File: src/rtl/isr_pkg.sv
// isr_pkg: shared types, constants and sequencer states of the isaac random generator
// no dependencies; compile first
package isr_pkg;

    localparam int TABLE_WORDS = 256;
    localparam int IDX_W       = 8;
    localparam int WORD_W      = 32;
    localparam int RIDX_W      = 9;

    localparam logic [WORD_W-1:0] GOLDEN = 32'h9e37_79b9;

    typedef logic [WORD_W-1:0] word_t;
    typedef logic [IDX_W-1:0]  idx_t;
    typedef word_t [7:0]       vec_t;

    typedef enum logic [1:0] {
        OP_SEED  = 2'd0,
        OP_INIT  = 2'd1,
        OP_FETCH = 2'd2,
        OP_NONE  = 2'd3
    } opcode_t;

    typedef enum logic [4:0] {
        ST_CLEAR,
        ST_IDLE,
        ST_INIT,
        ST_MIX,
        ST_P_RD,
        ST_P_ACC,
        ST_P_MIX,
        ST_P_WR,
        ST_G_START,
        ST_G_RX,
        ST_G_X,
        ST_G_ACC,
        ST_G_T,
        ST_G_Y,
        ST_G_RY,
        ST_G_L,
        ST_F_START,
        ST_F_RD,
        ST_F_OUT
    } state_t;

endpackage

File: src/rtl/isr_mix.sv
// isr_mix: one round of the eight-word key mix, on a bank rotated to the round's word
// depends on isr_pkg
module isr_mix (
    input  isr_pkg::vec_t v,
    input  logic [2:0]    round,
    output isr_pkg::vec_t v_out
);
    import isr_pkg::*;

    word_t sh;
    word_t a;
    word_t b;
    word_t d;

    // shift of the neighbour word, left on even rounds
    always_comb
    begin
        unique case (round)
            3'd0: sh = v[1] << 11;
            3'd1: sh = v[1] >> 2;
            3'd2: sh = v[1] << 8;
            3'd3: sh = v[1] >> 16;
            3'd4: sh = v[1] << 10;
            3'd5: sh = v[1] >> 4;
            3'd6: sh = v[1] << 8;
            default: sh = v[1] >> 9;
        endcase
    end

    // xor, two adds, then rotate so the next round's word sits at the bottom
    always_comb
    begin
        a = v[0] ^ sh;
        d = v[3] + a;
        b = v[1] + v[2];
        v_out[0] = b;
        v_out[1] = v[2];
        v_out[2] = d;
        v_out[3] = v[4];
        v_out[4] = v[5];
        v_out[5] = v[6];
        v_out[6] = v[7];
        v_out[7] = a;
    end
endmodule

File: config.mk
export PLATFORM = sky130hd
export DESIGN_NAME = isr_mix
export DESIGN_NICKNAME = d
export VERILOG_FILES = /design/src/rtl/isr_pkg.sv /design/src/rtl/isr_mix.sv
export SDC_FILE = /design/constraint.sdc
export NUM_CORES = 1
export LEC_CHECK = 0
export BUFFER_PORTS_ARGS = -buffer_cell sky130_fd_sc_hd__buf_2
export CAP_MARGIN = 20
export CORE_AREA = 2 2 197 199
export DETAILED_ROUTE_END_ITERATION = 10
export DIE_AREA = 0 0 199 201
export GPL_TIMING_DRIVEN = 0
export PLACE_DENSITY = 0.46
export REMOVE_ABC_BUFFERS = 1
export SLEW_MARGIN = 20
export SYNTH_ARGS = -nofsm -noshare
export SYNTH_HDL_FRONTEND = slang
export SYNTH_SLANG_ARGS = --single-unit
File: constraint.sdc
create_clock -name vclk -period 8.7
set_clock_uncertainty 0.05 [all_clocks]
set_input_delay 1.74 -clock vclk [all_inputs]
set_output_delay 1.74 -clock vclk [all_outputs]
set_load 0.03 [all_outputs]
==> metrics, run 1 <==
I/O Buffers=259; detailed-route via count=6705; most frequent cells in the layout=buf_2, a21oi_1, ha_1; Hold WC Path Type=input port to output pin; CTS resizes=0; TNS Setup=0 ps; # diodes=0; die area=40000 sq um; Hold Crit Start=v[143]; CP Class=input port to output pin; cell taking the most area after synthesis=buf_4; max_cap viols=0; final hold slack=3430 ps; Max VDD drop=0.06975 mV; Area Overhead vs Synth=9.880%; number of setup violations in the final report=0; fin crit share=93.62%; Highest Clock Rate=122.8 MHz; crit path time final=8145 ps; sequential area share after synthesis=0%; Startpoint Class=input port; # IOs=515; initial antenna violation count=0; Yosys top cell area share=19.84%; Hold Fails Final Rpt=0; worst slew pin tran=883.4 ps; Distinct cells, synth=57; vias per std cell=4.712; critical path required time=6910 ps; PnR Total Power=981.3 uW; antenna-violating nets left=0; clock buffers=0; largest net degree at the start of global routing=65; Mapped Avg Cell Area=7.172 sq um; outcome=completed; first-pass GRT wire length=64470 um; Synthesis Warnings=0; standard-cell rows=72; Hold Path Sink=v_out[111]; Slew HR=40.98%; Post-Route WL=52200 um; Pre-antenna DRT Iters=5; Post-CTS Setup Bufs=0; GRT Overall Usage=24.82%; Nets=1230; Die X=199 um; DR iter-0 viols=592; Core ar.=38110 sq um; die height=201 um; share of post-route cells with drive strength above 1=31.27%; most common cell after layout, fill and taps aside=buf_2; RSZ-0062 raised after global routing=no; Synth area leaders=buf_4, ha_1, xnor2_1, a21oi_1, mux4_2; Hold-fix buffers, CTS=0; GPL Wtd Cong=0.9215; Mapped Area=6053 sq um; PwrDens=147.5 nW/um^2; DRC Markers=0; Critical Path AT=6350 ps; total gr overflow=0; Worst Hold Depth=0; crit-path max FO=64; Slew Limit Fails=0; FF/Latch Area=0 sq um; leakage=0.003033 uW; vias in the first global route=6203; CP endpoint kind=output pin; Mapped Cells=844; wire per inst=36.69 um; Seq cells=0; HPWL after DPL=47580 um; Initial Util=15.89%
[worst max-delay path: stages]
cell and delay (ps):
buf_4 490, nor2b_1 210, a21oi_1 160, nor2_1 50
a31oi_1 160, nor2_1 60, a221oi_1 560, xnor2_1 180
ha_1 420, a21oi_1 330, o31ai_1 190, a311oi_1 420
nor2_1 120, a31oi_1 460, o22ai_1 210, a21oi_1 210
xnor2_1 140, buf_2 220
[cell families after synthesis]
kind of cell,after synthesis,share of synthesized area [%]
fa+ha+maj,64,13.48
mux,23,6.759
simple gates,189,15.58
xor+xnor,92,13.31
compound gates,259,27.33
buf+inv,217,23.54
[stage by stage]
step / utilization, % / setup WS, ps / instances / area [sq um]
after floorplan: - / 1774 / 646 / 4700
after global placement: 17.44 / 120.4 / 1423 / 6644
after global routing: 17.45 / 182.7 / 1423 / 6651
after CTS: 17.44 / 170.7 / 1423 / 6644
final: 17.45 / 555.1 / 1423 / 6651
after detailed placement: 17.44 / 188.4 / 1423 / 6644
[power by group]
group / internal (uW) / switching, uW
clock: 0 / 0
combinational: 310 / 672
sequential: 0 / 0
total: 310 / 672
[worst max-delay path by stage]
stage	start	to	slack (ps)
6_report	round[0]	v_out[94]	560
5_1_grt	round[0]	v_out[91]	180
4_1_cts	round[0]	v_out[91]	170
3_5_place_dp	round[0]	v_out[91]	190
3_3_place_gp	round[0]	v_out[91]	120
2_1_floorplan	round[1]	v_out[85]	1770
[cells in the mapped netlist (9+ instances only)]
| master | n |
|---|---|
| nor3_1 | 9 |
| o21ai_0 | 43 |
| xor2_1 | 34 |
| nand3_1 | 11 |
| mux4_2 | 14 |
| nor2_1 | 49 |
| nand4_1 | 10 |
| ha_1 | 62 |
| and2_1 | 9 |
| a21o_1 | 27 |
| buf_1 | 10 |
| o21a_1 | 16 |
| a21oi_1 | 92 |
| buf_4 | 160 |
| xnor2_1 | 58 |
| a31oi_1 | 15 |
| nor2b_1 | 25 |
| and3_1 | 9 |
| nand2_1 | 45 |
| inv_1 | 19 |
| a221oi_1 | 10 |
| nand2b_1 | 10 |
| clkbuf_1 | 25 |
[final cells by class]
| class | instances | area (sq um) |
|---|---|---|
| fill | 4414 | 31460 |
| inverter | 19 | 71.32 |
| multi-input combinational | 627 | 4628 |
| tap | 518 | 648.1 |
| timing repair buffer | 259 | 1304 |
[metal layers]
layer | wire (um) | part of all wire (%) | vias up | global-route usage, %
met1 | 14850 | 28 | 3043 | 20.70
li1 | - | - | 2989 | -
met2 | 22440 | 43 | 633 | 38.55
met3 | 12850 | 25 | 34 | 27.18
met4 | 1670 | 3.2 | 6 | 6.370
met5 | 394 | 0.75 | - | 7.037
(Power assumes the default switching activity.)
==> run 2, diff against run 1 <==
CORE_AREA = 2 2 201 203   (was 2 2 197 199)
DIE_AREA = 0 0 203 205   (was 0 0 199 201)
PLACE_DENSITY = 0.45   (was 0.46)
==> run 2 against run 1 <==
Against the previous run:
- fmax decreased by 1.7%
- combinational power decreased by 2%
- worst setup slack got worse by 140 ps
- critical path depth unchanged
- highest routed layer unchanged
==> metrics, run 2 (synthesized netlist as in run 1, its figures left out) <==
finished layout cell area=6658 sq um; fin crit share=95.29%; vias per std cell=4.669; Post-Route WL=52860 um; # diodes=0; HPWL after DPL=48010 um; Startpoint Class=input port; TNS Setup=0 ps; worst slew pin tran=1079 ps; area of the multi-input gates=4628 sq um; share of post-route cells with drive strength above 1=31.27%; setup ws final=410.2 ps; Core ar.=39370 sq um; die area=41620 sq um; CP endpoint kind=output pin; CTS resizes=0; Fillers=4578; Die X=203 um; DP Cell Count=1430; Place WS=47.69 ps; most common cell after layout, fill and taps aside=buf_2; Max VDD drop=0.06647 mV; I/O Buffers=259; Nets=1230; die height=205 um; # IOs=515; critical path required time=6910 ps; wire per inst=36.96 um; most frequent cells in the layout=buf_2, a21oi_1, ha_1; GRT Overall Usage=24.54%; total gr overflow=0; Critical Path AT=6500 ps; Slew Limit Fails=0; final hold slack=3430 ps; crit-path max FO=64; number of setup violations in the final report=0; PwrDens=144.9 nW/um^2; Post-CTS Setup Bufs=0; Slew HR=28.05%; leakage=0.003032 uW; Hold-fix buffers, CTS=0; clock buffers=0; DP Area=6653 sq um; FF/Latch Area=0 sq um; standard-cell rows=73; RSZ-0062 raised after global routing=no; vias in the first global route=6394; Pre-antenna DRT Iters=5; DR iter-0 viols=459; crit path time final=8290 ps; detailed-route via count=6676; Finished Layout Cells=1430; first-pass GRT wire length=66830 um; Hold Fails Final Rpt=0; Highest Clock Rate=120.6 MHz; Hold WC Path Type=input port to output pin; Area Overhead vs Synth=9.984%; DRC Markers=0; max_cap viols=0; CP Class=input port to output pin; GPL Wtd Cong=0.9547; Seq cells=0; Initial Util=15.38%; antenna-violating nets left=0; largest net degree at the start of global routing=65; outcome=completed; initial antenna violation count=0
[run 2: final cells by class]
type               instances  share of cell area, %
well taps                525                  9.867
repair buffers           259                  19.55
multi-input cells        627                  69.52
inverters                 19                  1.071
[run 2: worst paths after layout]
path,startpoint,to,depth (start not counted)
setup / recovery,round[0],v_out[94],18
hold / removal,v[143],v_out[111],0
[run 2: power breakdown]
group          switching (uW)  internal, uW  leakage (uW)  total [uW]
Combinational             655           309       0.00303         964
Sequential                  0             0             0           0
Clock                       0             0             0           0
Total                     655           309       0.00303         964
[run 2: critical path, cell delays in order]
cell and delay (ps):
buf_4 480, nor2b_1 220, a21oi_1 170, nor2_1 50, a31oi_1 160, nor2_1 50, a221oi_1 660, xnor2_1 230
ha_1 440, a21oi_1 330, o31ai_1 160, a311oi_1 450, nor2_1 120, a31oi_1 440, o22ai_1 190, a21oi_1 210
xnor2_1 130, buf_2 220
[run 2: stage by stage]
stage          power (uW)  utilization (%)
4_1_cts             968.2            16.90
6_report            964.4            16.91
3_3_place_gp        966.6            16.90
2_1_floorplan       626.7                -
3_5_place_dp        963.5            16.90
5_1_grt              1040            16.91
[run 2: per-layer routing]
layer	part of all wire, %	global-route usage, %	routed length (um)
met5	1.3	12.14	699
met3	25	27.14	12950
met1	28	19.65	14890
met2	45	40.39	23620
met4	1.3	2.529	694
==> run 3, diff against run 2 <==
RECOVER_POWER = 25   (was default)
SETUP_SLACK_MARGIN = 0.3   (was default)
SLEW_MARGIN = 30   (was 20)
==> run 3 against run 2 <==
Against the previous run:
- final area is 0.21% higher
- sequential share of layout area is the same
- fmax is 2.9% higher
- clock-buffer cell count unchanged
- critical endpoint unchanged
- first-iteration DRC count up 9.8%
- combinational power about the same
- cell count up 0.14%
- non-clock buffer count unchanged
- global-route usage is 0.12 points lower
- total power grew 0.31%
- worst setup slack gained 230 ps
- via count up 0.19%
==> metrics, run 3 (synthesized netlist as in run 1, its figures left out) <==
TNS Setup=0 ps; antenna-violating nets left=0; top layer used by detailed routing=met5; initial antenna violation count=1; total gr overflow=0; setup ws final=642.7 ps; HPWL after DPL=48020 um; largest net degree at the start of global routing=65; critical path endpoint=v_out[94]; DRC Markers=0; fin crit share=92.61%; PwrDens=145.0 nW/um^2; CP endpoint kind=output pin; Hold Crit Start=v[143]; Slew Limit Fails=0; GRT Overall Usage=24.42%; RSZ-0062 raised after global routing=no; Place WS=471.4 ps; Hold Fails Final Rpt=0; final hold slack=3430 ps; Startpoint Class=input port; Area Overhead vs Synth=10.21%; Hold-fix buffers, CTS=0; standard-cell rows=73; Switch Pwr=657.9 uW; vias per std cell=4.671; Post-Route M1 WL=14800 um; FF/Latch Area=0 sq um; Max VDD drop=0.06022 mV; crit-path max FO=64; wire per inst=36.94 um; critical path required time=6910 ps; outcome=completed; max_cap viols=0; most common cell after layout, fill and taps aside=buf_2; leakage=0.003035 uW; crit path from=round[0]; worst slew pin tran=785.5 ps; CP Class=input port to output pin; Hold WC Path Type=input port to output pin; Clk pwr share=0%; Post-Route WL=52900 um; Highest Clock Rate=124.1 MHz; Seq cells=0; GPL Wtd Cong=0.9547; DR iter-0 viols=504; Die X=203 um; die area=41620 sq um; I/O Buffers=259; Pre-antenna DRT Iters=5; die height=205 um; routed wl met2=23480 um; vias in the first global route=6379; crit path time final=8057 ps; clock buffers=0; number of setup violations in the final report=0; Initial Util=15.38%; Critical Path AT=6270 ps; Fillers=4566; most frequent cells in the layout=buf_2, a21oi_1, ha_1; Core ar.=39370 sq um; Nets=1230; share of post-route cells with drive strength above 1=31.38%; Slew HR=47.52%; detailed-route via count=6689; Routed met3 length=13150 um; Gate power share=100.0%; sequential share of power=0%; Pint=309.5 uW; # IOs=515; first-pass GRT wire length=66450 um; Switching Fraction=68.01%
run 3: cell types whose count changed in the layout (fill, tap and decap cells not counted), sizes merged:
cell,change
diode,+2
run 3: cell type report:
class | count | area [sq um] | share of cell area (%)
multi-input cells | 627 | 4634 | 69.47
repair buffers | 259 | 1304 | 19.54
well taps | 525 | 656.9 | 9.846
inverters | 19 | 71.32 | 1.069
diodes | 2 | 5.005 | 0.07502
run 3: routing by layer:
layer | track usage (%) | vias up
li1 | - | 2997
met1 | 19.35 | 3022
met2 | 39.81 | 624
met3 | 27.52 | 34
met4 | 3.206 | 12
met5 | 11.19 | -
run 3: worst max-delay path, cell delays in order:
cell      delay [ps]
buf_4            490
nor2b_1          210
a21oi_1          160
nor2_1            50
a31oi_1          170
nor2_1            70
a221oi_2         400
xnor2_1          240
ha_1             390
a21oi_1          350
o31ai_1          170
a311oi_1         470
nor2_1           120
a31oi_1          460
o22ai_1          190
a21oi_1          210
xnor2_1          130
buf_2            220
run 3: what timing repair did:
action                                  in CTS  in global routing
gates resized for setup                      0                  1
setup buffers                                0                  0
endpoints found under the setup margin       0                  3
endpoints found under the hold margin        0                  0
run 3: power groups by stage:
| stage | combinational (uW) | clock [uW] | sequential (uW) |
|---|---|---|---|
| 6_report | 967 | 0.00000758 | 0 |
| 5_1_grt | 1040 | 0.0000154 | 0 |
| 4_1_cts | 968 | 0 | 0 |
| 3_5_place_dp | 963 | 0 | 0 |
| 3_3_place_gp | 967 | 0 | 0 |
| 2_1_floorplan | 627 | 0 | 0 |
run 3: per-stage QoR:
stage / util [%] / area [sq um] / cells / total power (uW)
after floorplan: - / 4700 / 646 / 626.7
after global placement: 16.90 / 6653 / 1430 / 966.6
after global routing: 16.94 / 6669 / 1431 / 1038
after detailed placement: 16.92 / 6660 / 1430 / 963.5
after CTS: 16.92 / 6660 / 1430 / 968.2
final: 16.95 / 6671 / 1432 / 967.4
run 3: worst min path at each step:
stage	endpoint	slack, ps	cells past startpoint
2_1_floorplan	v_out[100]	3430	0
3_3_place_gp	v_out[111]	3430	0
3_5_place_dp	v_out[111]	3430	0
4_1_cts	v_out[111]	3430	0
5_1_grt	v_out[111]	3430	0
6_report	v_out[111]	3430	0
